===== config.mk =====
export PLATFORM = sky130hd
export DESIGN_NAME = robot_safety_supervisor_flat
export DESIGN_NICKNAME = d
export VERILOG_FILES = /design/src/rtl/rss_pkg.sv /design/src/rtl/rss_if.sv /design/src/rtl/rss_ram.sv /design/src/rtl/rss_mul.sv /design/src/rtl/robot_safety_supervisor.sv /design/src/flat_wrapper.sv
export SDC_FILE = /design/constraint.sdc
export NUM_CORES = 2
export LEC_CHECK = 0
export ABC_AREA = 1
export BUFFER_PORTS_ARGS = -buffer_cell sky130_fd_sc_hd__buf_2
export CORE_MARGIN = 10
export CORE_UTILIZATION = 40
export CTS_BUF_LIST = sky130_fd_sc_hd__clkbuf_8
export CTS_CLUSTER_SIZE = 30
export DETAILED_ROUTE_END_ITERATION = 12
export PLACE_DENSITY = 0.51
export SETUP_SLACK_MARGIN = 0.4
export SYNTH_ARGS = -nofsm -noshare
export SYNTH_HDL_FRONTEND = slang
export SYNTH_SLANG_ARGS = --single-unit

===== constraint.sdc =====
create_clock -name i_clk -period 14.68 [get_ports i_clk]
set_clock_uncertainty 0.15 [all_clocks]
set_input_delay 2.936 -clock i_clk [delete_from_list [all_inputs] [get_ports i_clk]]
set_output_delay 2.936 -clock i_clk [all_outputs]
set_load 0.05 [all_outputs]

===== src/rtl/rss_pkg.sv =====
// rss_pkg: widths, codes and state encoding shared by the safety supervisor
// depends on nothing; imported by the interfaces, rss_mul and robot_safety_supervisor

package rss_pkg;

    // field widths
    localparam int OP_W       = 3;
    localparam int TS_W       = 32;
    localparam int GRAV_W     = 16;
    localparam int MIDX_W     = 4;
    localparam int TEMP_W     = 12;
    localparam int CODE_W     = 8;
    localparam int TAN_W      = 16;
    localparam int TOUT_W     = 16;
    localparam int KIND_W     = 3;
    localparam int VAL_W      = 16;
    localparam int CFG_IDX_W  = 3;
    localparam int CFG_DATA_W = 16;

    // motor table
    localparam int MOTOR_COUNT  = 16;
    localparam int MOTOR_AW     = (MOTOR_COUNT > 1) ? $clog2(MOTOR_COUNT) : 1;
    localparam int SCAN_W       = MOTOR_AW + 1;
    localparam int MOTOR_WORD_W = CODE_W + TEMP_W;

    // shared multiplier
    localparam int MUL_W  = GRAV_W + 1;
    localparam int PROD_W = 2 * MUL_W;
    localparam int ACC_W  = 32;

    // squared gravity norm must exceed this before tilt is judged
    localparam logic [ACC_W-1:0] TILT_MIN_SQ = ACC_W'(655);
    localparam logic [TS_W-1:0]  ELAPSED_MAX = TS_W'(32767);

    // reset values
    localparam logic [TAN_W-1:0]         PITCH_TAN_RST = TAN_W'(256);
    localparam logic [TAN_W-1:0]         ROLL_TAN_RST  = TAN_W'(148);
    localparam logic signed [TEMP_W-1:0] TEMP_LIM_RST  = TEMP_W'(800);
    localparam logic [TOUT_W-1:0]        CMD_TOUT_RST  = TOUT_W'(200);
    localparam logic [TOUT_W-1:0]        IMU_TOUT_RST  = TOUT_W'(200);
    localparam logic signed [GRAV_W-1:0] GRAV_Z_RST    = GRAV_W'(2511);

    typedef enum logic [OP_W-1:0] {
        OP_GRAVITY = 3'd0,
        OP_IMU     = 3'd1,
        OP_MOTOR   = 3'd2,
        OP_COMMAND = 3'd3,
        OP_CHECK   = 3'd4
    } t_op;

    typedef enum logic [KIND_W-1:0] {
        K_NONE    = 3'd0,
        K_PITCH   = 3'd1,
        K_ROLL    = 3'd2,
        K_TEMP    = 3'd3,
        K_MFAULT  = 3'd4,
        K_CMD_TO  = 3'd5,
        K_IMU_TO  = 3'd6
    } t_kind;

    typedef enum logic [CFG_IDX_W-1:0] {
        CFG_PITCH_TAN = 3'd0,
        CFG_ROLL_TAN  = 3'd1,
        CFG_TEMP_LIM  = 3'd2,
        CFG_CMD_TOUT  = 3'd3,
        CFG_IMU_TOUT  = 3'd4
    } t_cfg_idx;

    typedef enum logic [5:0] {
        S_IDLE = 6'b000001,
        S_MUL  = 6'b000010,
        S_SCAN = 6'b000100,
        S_CMD  = 6'b001000,
        S_IMU  = 6'b010000,
        S_DONE = 6'b100000
    } t_state;

endpackage


===== src/rtl/rss_if.sv =====
// rss_if: valid/ready channels of the safety supervisor (event in, result out, config)
// depends on rss_pkg for field widths

interface rss_in_if import rss_pkg::*; ();
    logic                       valid;
    logic                       ready;
    logic [OP_W-1:0]            operation;
    logic [TS_W-1:0]            timestamp_ms;
    logic signed [GRAV_W-1:0]   gravity_x;
    logic signed [GRAV_W-1:0]   gravity_y;
    logic signed [GRAV_W-1:0]   gravity_z;
    logic [MIDX_W-1:0]          motor_index;
    logic signed [TEMP_W-1:0]   motor_temperature;
    logic [CODE_W-1:0]          motor_fault_code;

    modport source (
        output valid, operation, timestamp_ms, gravity_x, gravity_y, gravity_z,
               motor_index, motor_temperature, motor_fault_code,
        input  ready
    );
    modport sink (
        input  valid, operation, timestamp_ms, gravity_x, gravity_y, gravity_z,
               motor_index, motor_temperature, motor_fault_code,
        output ready
    );
endinterface

interface rss_out_if import rss_pkg::*; ();
    logic                     valid;
    logic                     ready;
    logic                     safe;
    logic [KIND_W-1:0]        fault_kind;
    logic [MIDX_W-1:0]        fault_motor;
    logic signed [VAL_W-1:0]  fault_value;
    logic                     new_fault;

    modport source (
        output valid, safe, fault_kind, fault_motor, fault_value, new_fault,
        input  ready
    );
    modport sink (
        input  valid, safe, fault_kind, fault_motor, fault_value, new_fault,
        output ready
    );
endinterface

interface rss_cfg_if import rss_pkg::*; ();
    logic                   valid;
    logic                   ready;
    logic [CFG_IDX_W-1:0]   index;
    logic [CFG_DATA_W-1:0]  data;

    modport source (output valid, index, data, input ready);
    modport sink   (input valid, index, data, output ready);
endinterface


===== src/rtl/rss_ram.sv =====
// rss_ram: generic single-write, single-read ram with registered read data
// no dependencies

module rss_ram #(
    parameter int WIDTH = 8,
    parameter int DEPTH = 16
) (
    input  logic                                       i_clk,
    input  logic                                       i_we,
    input  logic [((DEPTH > 1) ? $clog2(DEPTH) : 1)-1:0] i_waddr,
    input  logic [WIDTH-1:0]                           i_wdata,
    input  logic [((DEPTH > 1) ? $clog2(DEPTH) : 1)-1:0] i_raddr,
    output logic [WIDTH-1:0]                           o_rdata
);

    logic [WIDTH-1:0] r_mem [DEPTH];
    logic [WIDTH-1:0] r_rdata;

    always_ff @(posedge i_clk) begin
        if (i_we) begin
            r_mem[i_waddr] <= i_wdata;
        end
        r_rdata <= r_mem[i_raddr];
    end

    assign o_rdata = r_rdata;

endmodule


===== src/rtl/rss_mul.sv =====
// rss_mul: shared signed multiplier with registered product
// depends on rss_pkg for operand and product widths

module rss_mul
    import rss_pkg::*;
(
    input  logic                     i_clk,
    input  logic signed [MUL_W-1:0]  i_a,
    input  logic signed [MUL_W-1:0]  i_b,
    output logic signed [PROD_W-1:0] o_p
);

    logic signed [PROD_W-1:0] r_p;

    always_ff @(posedge i_clk) begin
        r_p <= i_a * i_b;
    end

    assign o_p = r_p;

endmodule


===== src/rtl/robot_safety_supervisor.sv =====
// Robot safety supervisor. Events (gravity sample, IMU heartbeat, motor state, command
// heartbeat) are absorbed in the cycle they are accepted and give no word. A check request
// gives one word naming the first fault in the order pitch, roll, motor over-temperature,
// motor fault code, command timeout, IMU timeout; new_fault marks a fault whose kind or
// motor differs from the previous check. A check keeps the block busy from acceptance to
// the result word: six steps through one shared 17x17 multiplier for the gravity norm
// and both tilt products, one motor ram read per motor, then one shared subtractor for
// both timeouts. The next event is taken once the result is in the output register;
// if a previous result is still not taken, the check waits for it. Config writes are
// always taken. Depends on rss_pkg, rss_if, rss_ram and rss_mul.

module robot_safety_supervisor
    import rss_pkg::*;
(
    input  logic          i_clk,
    input  logic          i_rst_n,
    rss_in_if.sink        i_in,
    rss_cfg_if.sink       i_cfg,
    rss_out_if.source     o_out
);

    // multiplier steps: the product of step n is consumed at step n+1
    localparam logic [2:0] STEP_SQ_X  = 3'd0;
    localparam logic [2:0] STEP_SQ_Y  = 3'd1;
    localparam logic [2:0] STEP_SQ_Z  = 3'd2;
    localparam logic [2:0] STEP_PITCH = 3'd3;
    localparam logic [2:0] STEP_ROLL  = 3'd4;
    localparam logic [2:0] STEP_TILT  = 3'd5;

    localparam logic [SCAN_W-1:0] SCAN_END = SCAN_W'(MOTOR_COUNT);

    t_state                    r_state;
    logic [2:0]                r_step;
    logic [SCAN_W-1:0]         r_scan;
    logic                      r_rd_vld;
    logic [MOTOR_AW-1:0]       r_rd_idx;

    // configuration
    logic [TAN_W-1:0]          r_pitch_tan;
    logic [TAN_W-1:0]          r_roll_tan;
    logic signed [TEMP_W-1:0]  r_temp_limit;
    logic [TOUT_W-1:0]         r_cmd_tout;
    logic [TOUT_W-1:0]         r_imu_tout;

    // retained state
    logic signed [GRAV_W-1:0]  r_gx, r_gy, r_gz;
    logic                      r_grav_seen;
    logic [TS_W-1:0]           r_last_imu;
    logic [TS_W-1:0]           r_last_cmd;
    logic [MOTOR_COUNT-1:0]    r_reported;
    logic                      r_prev_safe;
    logic [KIND_W-1:0]         r_prev_kind;
    logic [MIDX_W-1:0]         r_prev_motor;

    // check working registers
    logic [TS_W-1:0]           r_now;
    logic [ACC_W-1:0]          r_acc;
    logic                      r_pitch_big, r_roll_big;
    logic                      r_t_hit, r_c_hit;
    logic [MOTOR_AW-1:0]       r_t_idx, r_c_idx;
    logic signed [TEMP_W-1:0]  r_t_val;
    logic [CODE_W-1:0]         r_c_val;
    logic                      r_cmd_to, r_imu_to;
    logic [VAL_W-1:0]          r_cmd_e, r_imu_e;

    // result register
    logic                      r_out_valid;
    logic                      r_out_safe;
    logic [KIND_W-1:0]         r_out_kind;
    logic [MIDX_W-1:0]         r_out_motor;
    logic signed [VAL_W-1:0]   r_out_value;
    logic                      r_out_newf;

    logic signed [MUL_W-1:0]   mul_a, mul_b;
    logic signed [PROD_W-1:0]  mul_p;
    logic [MUL_W-1:0]          ext_x, ext_y, mag_x, mag_y;
    logic signed [PROD_W-1:0]  scaled_x, scaled_y;

    logic                      ram_we;
    logic [MOTOR_AW-1:0]       wr_addr;
    logic [MOTOR_WORD_W-1:0]   rd_word;
    logic signed [TEMP_W-1:0]  rd_temp;
    logic [CODE_W-1:0]         rd_code;
    logic                      idx_ok;

    logic [TS_W-1:0]           sub_last, elapsed;
    logic [TOUT_W-1:0]         sub_limit;
    logic [VAL_W-1:0]          elapsed_sat;
    logic                      elapsed_over;

    logic                      tilt_on;
    t_kind                     kind;
    logic [MIDX_W-1:0]         motor;
    logic signed [VAL_W-1:0]   value;
    logic                      safe, newf;

    assign i_in.ready  = (r_state == S_IDLE);
    assign i_cfg.ready = 1'b1;

    // ---------------- shared multiplier ----------------
    always_comb begin
        mul_a = {r_gx[GRAV_W-1], r_gx};
        mul_b = {r_gx[GRAV_W-1], r_gx};
        case (r_step)
            STEP_SQ_Y: begin
                mul_a = {r_gy[GRAV_W-1], r_gy};
                mul_b = {r_gy[GRAV_W-1], r_gy};
            end
            STEP_SQ_Z: begin
                mul_a = {r_gz[GRAV_W-1], r_gz};
                mul_b = {r_gz[GRAV_W-1], r_gz};
            end
            STEP_PITCH: begin
                mul_a = {1'b0, r_pitch_tan};
                mul_b = {r_gz[GRAV_W-1], r_gz};
            end
            STEP_ROLL: begin
                mul_a = {1'b0, r_roll_tan};
                mul_b = {r_gz[GRAV_W-1], r_gz};
            end
            default: ;
        endcase
    end

    rss_mul u_mul (
        .i_clk (i_clk),
        .i_a   (mul_a),
        .i_b   (mul_b),
        .o_p   (mul_p)
    );

    // |a| * 256, compared against tan_limit * z
    assign ext_x    = {r_gx[GRAV_W-1], r_gx};
    assign ext_y    = {r_gy[GRAV_W-1], r_gy};
    assign mag_x    = ext_x[MUL_W-1] ? (~ext_x + MUL_W'(1)) : ext_x;
    assign mag_y    = ext_y[MUL_W-1] ? (~ext_y + MUL_W'(1)) : ext_y;
    assign scaled_x = $signed({(PROD_W-MUL_W-8)'(0), mag_x, 8'b0});
    assign scaled_y = $signed({(PROD_W-MUL_W-8)'(0), mag_y, 8'b0});

    // ---------------- motor table ----------------
    assign idx_ok  = (32'(i_in.motor_index) < MOTOR_COUNT);
    assign wr_addr = MOTOR_AW'(i_in.motor_index);
    assign ram_we  = i_in.valid && i_in.ready && (i_in.operation == OP_MOTOR) && idx_ok;

    rss_ram #(
        .WIDTH (MOTOR_WORD_W),
        .DEPTH (MOTOR_COUNT)
    ) u_motor_ram (
        .i_clk   (i_clk),
        .i_we    (ram_we),
        .i_waddr (wr_addr),
        .i_wdata ({i_in.motor_fault_code, i_in.motor_temperature}),
        .i_raddr (r_scan[MOTOR_AW-1:0]),
        .o_rdata (rd_word)
    );

    assign rd_temp = $signed(rd_word[TEMP_W-1:0]);
    assign rd_code = rd_word[MOTOR_WORD_W-1:TEMP_W];

    // ---------------- shared elapsed-time subtractor ----------------
    assign sub_last     = (r_state == S_CMD) ? r_last_cmd : r_last_imu;
    assign sub_limit    = (r_state == S_CMD) ? r_cmd_tout : r_imu_tout;
    assign elapsed      = r_now - sub_last;
    assign elapsed_over = elapsed > TS_W'(sub_limit);
    assign elapsed_sat  = (elapsed > ELAPSED_MAX) ? VAL_W'(ELAPSED_MAX) : elapsed[VAL_W-1:0];

    // ---------------- fault priority ----------------
    assign tilt_on = r_grav_seen && (r_acc > TILT_MIN_SQ);

    always_comb begin
        kind  = K_NONE;
        motor = '0;
        value = '0;
        // z below zero is past ninety degrees on either axis
        if (tilt_on && (r_gz[GRAV_W-1] || r_pitch_big)) begin
            kind = K_PITCH;
        end else if (tilt_on && (r_gz[GRAV_W-1] || r_roll_big)) begin
            kind = K_ROLL;
        end else if (r_t_hit) begin
            kind  = K_TEMP;
            motor = MIDX_W'(r_t_idx);
            value = VAL_W'(r_t_val);
        end else if (r_c_hit) begin
            kind  = K_MFAULT;
            motor = MIDX_W'(r_c_idx);
            value = $signed({(VAL_W-CODE_W)'(0), r_c_val});
        end else if (r_cmd_to) begin
            kind  = K_CMD_TO;
            value = $signed(r_cmd_e);
        end else if (r_imu_to) begin
            kind  = K_IMU_TO;
            value = $signed(r_imu_e);
        end
    end

    assign safe = (kind == K_NONE);
    assign newf = !safe && (r_prev_safe || (r_prev_kind != kind) || (r_prev_motor != motor));

    // ---------------- sequencer ----------------
    always_ff @(posedge i_clk) begin
        if (!i_rst_n) begin
            r_state      <= S_IDLE;
            r_step       <= STEP_SQ_X;
            r_scan       <= '0;
            r_rd_vld     <= 1'b0;
            r_pitch_tan  <= PITCH_TAN_RST;
            r_roll_tan   <= ROLL_TAN_RST;
            r_temp_limit <= TEMP_LIM_RST;
            r_cmd_tout   <= CMD_TOUT_RST;
            r_imu_tout   <= IMU_TOUT_RST;
            r_gx         <= '0;
            r_gy         <= '0;
            r_gz         <= GRAV_Z_RST;
            r_grav_seen  <= 1'b0;
            r_last_imu   <= '0;
            r_last_cmd   <= '0;
            r_reported   <= '0;
            r_prev_safe  <= 1'b1;
            r_prev_kind  <= K_NONE;
            r_prev_motor <= '0;
            r_t_hit      <= 1'b0;
            r_c_hit      <= 1'b0;
            r_out_valid  <= 1'b0;
        end else begin
            if (i_cfg.valid) begin
                unique case (i_cfg.index)
                    CFG_PITCH_TAN: r_pitch_tan  <= i_cfg.data[TAN_W-1:0];
                    CFG_ROLL_TAN:  r_roll_tan   <= i_cfg.data[TAN_W-1:0];
                    CFG_TEMP_LIM:  r_temp_limit <= $signed(i_cfg.data[TEMP_W-1:0]);
                    CFG_CMD_TOUT:  r_cmd_tout   <= i_cfg.data[TOUT_W-1:0];
                    CFG_IMU_TOUT:  r_imu_tout   <= i_cfg.data[TOUT_W-1:0];
                    default: ;
                endcase
            end

            // in S_DONE the result register is refilled instead
            if (r_out_valid && o_out.ready && (r_state != S_DONE)) begin
                r_out_valid <= 1'b0;
            end

            unique case (r_state)
                S_IDLE: begin
                    if (i_in.valid) begin
                        unique case (i_in.operation)
                            OP_GRAVITY: begin
                                r_gx        <= i_in.gravity_x;
                                r_gy        <= i_in.gravity_y;
                                r_gz        <= i_in.gravity_z;
                                r_grav_seen <= 1'b1;
                            end
                            OP_IMU: r_last_imu <= i_in.timestamp_ms;
                            OP_MOTOR: begin
                                if (idx_ok) begin
                                    r_reported[wr_addr] <= 1'b1;
                                end
                            end
                            OP_COMMAND: r_last_cmd <= i_in.timestamp_ms;
                            OP_CHECK: begin
                                r_now   <= i_in.timestamp_ms;
                                r_step  <= STEP_SQ_X;
                                r_t_hit <= 1'b0;
                                r_c_hit <= 1'b0;
                                r_state <= S_MUL;
                            end
                            default: ;
                        endcase
                    end
                end
                S_MUL: begin
                    r_step <= r_step + 3'd1;
                    case (r_step)
                        STEP_SQ_Y:  r_acc       <= ACC_W'(mul_p);
                        STEP_SQ_Z:  r_acc       <= r_acc + ACC_W'(mul_p);
                        STEP_PITCH: r_acc       <= r_acc + ACC_W'(mul_p);
                        STEP_ROLL:  r_pitch_big <= scaled_x > mul_p;
                        STEP_TILT: begin
                            r_roll_big <= scaled_y > mul_p;
                            r_scan     <= '0;
                            r_rd_vld   <= 1'b0;
                            r_state    <= S_SCAN;
                        end
                        default: ;
                    endcase
                end
                S_SCAN: begin
                    // read issued in the cycle before its compare
                    r_rd_vld <= (r_scan != SCAN_END);
                    r_rd_idx <= r_scan[MOTOR_AW-1:0];
                    if (r_scan != SCAN_END) begin
                        r_scan <= r_scan + SCAN_W'(1);
                    end else begin
                        r_state <= S_CMD;
                    end
                    if (r_rd_vld && r_reported[r_rd_idx]) begin
                        if (!r_t_hit && (rd_temp > r_temp_limit)) begin
                            r_t_hit <= 1'b1;
                            r_t_idx <= r_rd_idx;
                            r_t_val <= rd_temp;
                        end
                        if (!r_c_hit && (rd_code != '0)) begin
                            r_c_hit <= 1'b1;
                            r_c_idx <= r_rd_idx;
                            r_c_val <= rd_code;
                        end
                    end
                end
                S_CMD: begin
                    r_cmd_to <= elapsed_over;
                    r_cmd_e  <= elapsed_sat;
                    r_state  <= S_IMU;
                end
                S_IMU: begin
                    r_imu_to <= elapsed_over;
                    r_imu_e  <= elapsed_sat;
                    r_state  <= S_DONE;
                end
                S_DONE: begin
                    if (!r_out_valid || o_out.ready) begin
                        r_out_valid  <= 1'b1;
                        r_out_safe   <= safe;
                        r_out_kind   <= kind;
                        r_out_motor  <= motor;
                        r_out_value  <= value;
                        r_out_newf   <= newf;
                        r_prev_safe  <= safe;
                        r_prev_kind  <= kind;
                        r_prev_motor <= motor;
                        r_state      <= S_IDLE;
                    end
                end
                default: r_state <= S_IDLE;
            endcase
        end
    end

    assign o_out.valid       = r_out_valid;
    assign o_out.safe        = r_out_safe;
    assign o_out.fault_kind  = r_out_kind;
    assign o_out.fault_motor = r_out_motor;
    assign o_out.fault_value = r_out_value;
    assign o_out.new_fault   = r_out_newf;

    // ---------------- assertions ----------------
    ap_scan_bound: assert property (@(posedge i_clk) disable iff (!i_rst_n)
        r_scan <= SCAN_END)
        else $error("motor scan counter ran past the table");

    ap_check_start: assert property (@(posedge i_clk) disable iff (!i_rst_n)
        (i_in.valid && i_in.ready && (i_in.operation == OP_CHECK)) |=> (r_state == S_MUL))
        else $error("accepted check did not start the multiply sequence");

    ap_newf_fault: assert property (@(posedge i_clk) disable iff (!i_rst_n)
        (o_out.valid && o_out.new_fault) |-> (!o_out.safe && (o_out.fault_kind != K_NONE)))
        else $error("new fault flagged on a safe result");

endmodule

===== src/flat_wrapper.sv =====
// flat-port wrapper written by rule: the top's interface ports become plain ports
module robot_safety_supervisor_flat import rss_pkg::*;
  (i_clk, i_rst_n, i_in_valid, i_in_operation, i_in_timestamp_ms, i_in_gravity_x, i_in_gravity_y, i_in_gravity_z, i_in_motor_index, i_in_motor_temperature, i_in_motor_fault_code, i_in_ready, i_cfg_valid, i_cfg_index, i_cfg_data, i_cfg_ready, o_out_valid, o_out_safe, o_out_fault_kind, o_out_fault_motor, o_out_fault_value, o_out_new_fault, o_out_ready);
  rss_in_if i_in_i ();
  rss_cfg_if i_cfg_i ();
  rss_out_if o_out_i ();
  input  logic i_clk;
  input  logic i_rst_n;
  input wire logic [$bits(i_in_i.valid)-1:0] i_in_valid;
  input wire logic [$bits(i_in_i.operation)-1:0] i_in_operation;
  input wire logic [$bits(i_in_i.timestamp_ms)-1:0] i_in_timestamp_ms;
  input wire logic [$bits(i_in_i.gravity_x)-1:0] i_in_gravity_x;
  input wire logic [$bits(i_in_i.gravity_y)-1:0] i_in_gravity_y;
  input wire logic [$bits(i_in_i.gravity_z)-1:0] i_in_gravity_z;
  input wire logic [$bits(i_in_i.motor_index)-1:0] i_in_motor_index;
  input wire logic [$bits(i_in_i.motor_temperature)-1:0] i_in_motor_temperature;
  input wire logic [$bits(i_in_i.motor_fault_code)-1:0] i_in_motor_fault_code;
  output wire logic [$bits(i_in_i.ready)-1:0] i_in_ready;
  input wire logic [$bits(i_cfg_i.valid)-1:0] i_cfg_valid;
  input wire logic [$bits(i_cfg_i.index)-1:0] i_cfg_index;
  input wire logic [$bits(i_cfg_i.data)-1:0] i_cfg_data;
  output wire logic [$bits(i_cfg_i.ready)-1:0] i_cfg_ready;
  output wire logic [$bits(o_out_i.valid)-1:0] o_out_valid;
  output wire logic [$bits(o_out_i.safe)-1:0] o_out_safe;
  output wire logic [$bits(o_out_i.fault_kind)-1:0] o_out_fault_kind;
  output wire logic [$bits(o_out_i.fault_motor)-1:0] o_out_fault_motor;
  output wire logic [$bits(o_out_i.fault_value)-1:0] o_out_fault_value;
  output wire logic [$bits(o_out_i.new_fault)-1:0] o_out_new_fault;
  input wire logic [$bits(o_out_i.ready)-1:0] o_out_ready;
  assign i_in_i.valid = i_in_valid;
  assign i_in_i.operation = i_in_operation;
  assign i_in_i.timestamp_ms = i_in_timestamp_ms;
  assign i_in_i.gravity_x = i_in_gravity_x;
  assign i_in_i.gravity_y = i_in_gravity_y;
  assign i_in_i.gravity_z = i_in_gravity_z;
  assign i_in_i.motor_index = i_in_motor_index;
  assign i_in_i.motor_temperature = i_in_motor_temperature;
  assign i_in_i.motor_fault_code = i_in_motor_fault_code;
  assign i_in_ready = i_in_i.ready;
  assign i_cfg_i.valid = i_cfg_valid;
  assign i_cfg_i.index = i_cfg_index;
  assign i_cfg_i.data = i_cfg_data;
  assign i_cfg_ready = i_cfg_i.ready;
  assign o_out_valid = o_out_i.valid;
  assign o_out_safe = o_out_i.safe;
  assign o_out_fault_kind = o_out_i.fault_kind;
  assign o_out_fault_motor = o_out_i.fault_motor;
  assign o_out_fault_value = o_out_i.fault_value;
  assign o_out_new_fault = o_out_i.new_fault;
  assign o_out_i.ready = o_out_ready;
  robot_safety_supervisor u_core (.i_clk(i_clk), .i_rst_n(i_rst_n), .i_in(i_in_i), .i_cfg(i_cfg_i), .o_out(o_out_i));
endmodule

==> results.ini <==
[run_status]
status=completed

[yosys]
synth.ff_latch_count=762
synthFlopType=edfxtp_1
ys_seq_area_share_pct=43.53
syn_inst=5008
yosysWarnings=0
synth_edf_count=477
synthDistinctLibCells=62
syn_area_sq_um=46020
syn_avg_cell_area_sq_um=9.188
ys_async_sr_fraction_pct=0

[hold_path]
holdCritPathClass=reg -> reg
min_path_cells=0

[global_routing]
grt.overflow.total=0
gr-usage-met2_pct=33.05
track_usage_pct=21.20
grt_pass1_vias=34710
grt_max_degree=114
antenna_found_initial=14
grt_pass1_wl_mm=212.8
met3_usage_pct=4.196
busiest_layer=met2
grtUsageMet1_pct=29.85

[sta]
worstMarginPinSlew_ps=1190
rsz0062_at_grt=no
setup_slack_ps=5884
slew_headroom_pct=20.55
fin_crit_ps=8796
fin_tns_setup_ps=0
slew_violations=0
finalCritPeriodShare_pct=59.92
final_hold_viol_count=0
setup_viol=0
max_freq_ghz=0.1137

[clock_tree]
clk_transition_reported_paths_ps=60
ctsResizeCount=0
worstSkewPairLatency_ps=850
cts_buffer_depth=3
cts.htree.levels=4
cts_tree=built
numCtsBuffers=136
root_buffer=clkbuf_8
holdBufCountCts=0
clock_sinks=762
postCtsSetupBuffers=0

[power]
peakVddDrop_v=0.00008115
power_uw=5247
power_leakage_uw=0.02218
p_per_area_nw_per_um2=102.5

[floorplanning]
core_sq_um=114300
dieArea_sq_um=129000
fp.dieH_um=359.2
die_x_um=359.2
rows=124
start_util_pct=40.24
io_pins=159

[layout]
nets=5825
final_cell_mix=inv_1 (760), nand2_1 (694), nor2_1 (683)
ff_latch_area_sq_um=20030
final_area_sq_um=51170
synthToLayoutAreaGrowth_pct=11.21
nFillCells=11127
layout.cells.most_common=inv_1
drive_above_1_share_pct=9.951
multiInputGateArea_sq_um=22610
postLayoutCoreUtil_pct=44.75

[critical_path]
cp_max_fo=30
worstPathArrival_ps=9370
worstSetupPathType=reg -> reg
reg2regPathDepth=27
required_ps=15260
cp-end-kind=register
critPathLaunchType=register

[route]
drt_iter0_drc=2879
vias_per_cell=5.206
routed_wl_mm=140.1
ant_nets=0
wl_per_cell_um=20.59
drcViolationCount=0
vias=35416
firstDrtPassIters=5

[placed_design]
place_ws_ps=5963
hpwl_mm=100.7
port_buffers=157
placed_cell_area_sq_um=48530
place_congestion=0.8872

[flow_run]
drv_cap=0

-- metal layers --
layer	share of wire (%)	routed length, um
met1	46	64580
met5	0.0093	13
met2	45	63140
met4	2.0	2819
met3	6.8	9526
-- power breakdown --
part	total, uW	internal, uW	leakage, uW	switching [uW]
Clock	1930	1000	0.00155	928
Sequential	2390	2330	0.00661	61.0
Combinational	927	299	0.0140	629
-- critical path, cell delays in order (launching register included) --
cell	delay (ps)
dfxtp_1	390
inv_1	80
ha_1	200
nand2_1	120
inv_2	140
nor2_1	660
inv_2	160
nor2_1	220
inv_2	270
o22ai_2	950
nor2_1	150
fa_1	520
inv_1	50
fa_1	530
inv_1	40
ha_1	210
fa_1	530
inv_1	50
fa_1	460
fa_1	540
inv_1	50
ha_1	370
a21o_1	180
a21oi_1	480
o21bai_1	220
a21boi_0	570
o2111ai_1	190
xor2_1	170
-- worst paths after layout --
kind,to,slack (ps),from
setup / recovery,u_core.u_mul.o_p[32],5880,u_core.r_step[0]
hold / removal,u_core.r_t_val[0],290,u_core.u_motor_ram.o_rdata[0]
setup reg to reg,u_core.u_mul.o_p[32],5880,u_core.r_step[0]
hold reg to reg,u_core.r_t_val[0],290,u_core.u_motor_ram.o_rdata[0]
-- cell families (layout without fill, tap and decap cells) --
family	count (synthesis)	count (layout)	synth area share, %
XOR/XNOR	95	95	1.808
buffers and inverters	922	1197	7.646
adder cells (fa/ha/maj)	516	516	18.91
other	2	10	0.01632
multiplexers	33	33	0.7178
AO/OA/AOI/OAI	972	972	12.05
flip-flops	762	762	43.53
AND/OR/NAND/NOR	1706	1706	15.33
-- cell usage after synthesis, types with 21 or more instances --
master	n	area share [%]
nand3_1	140	1.5
inv_2	24	0.20
o22ai_1	59	0.80
buf_2	31	0.34
nand2_1	694	5.7
xnor2_1	35	0.67
nor2_1	704	5.7
edfxtp_1	477	31
o221ai_1	37	0.70
xor2_1	60	1.1
inv_1	707	5.8
nor3_1	35	0.38
mux2i_1	33	0.72
ha_1	217	5.9
nand4_1	37	0.50
clkbuf_1	147	1.2
o211ai_1	34	0.55
a21oi_1	247	2.7
nor4_1	21	0.29
fa_1	299	13
o21ai_0	453	4.9
dfxtp_1	285	12
-- through the flow --
step	hold WS (ps)	std cells
global placement	266.1	6552
global route	301.4	6802
detailed placement	271.7	6552
floorplan	258.2	5011
CTS	285.5	6798
finish	286.1	6803
-- sequential cells by signal, indices dropped and copies added (netlist names), 20 cells and up --
name	flops
u_core.u_motor_ram.o_rdata	20
u_core.r_last_imu	32
u_core.r_acc	32
u_core.u_mul.o_p	34
u_core.u_motor_ram.r_mem	320
u_core.r_now	32
u_core.r_last_cmd	32
-- area by class of cell --
cell class / instances / area share [%]
Multi-Input combinational cell: 3327 / 44.18
Sequential cell: 762 / 39.15
Inverter: 735 / 5.396
Clock buffer: 153 / 4.115
Tap cell: 1512 / 3.697
Timing Repair Buffer: 216 / 2.413
Clock inverter: 93 / 1.022
Antenna cell: 5 / 0.02445
No activity file was read; power rests on OpenSTA's default activity.
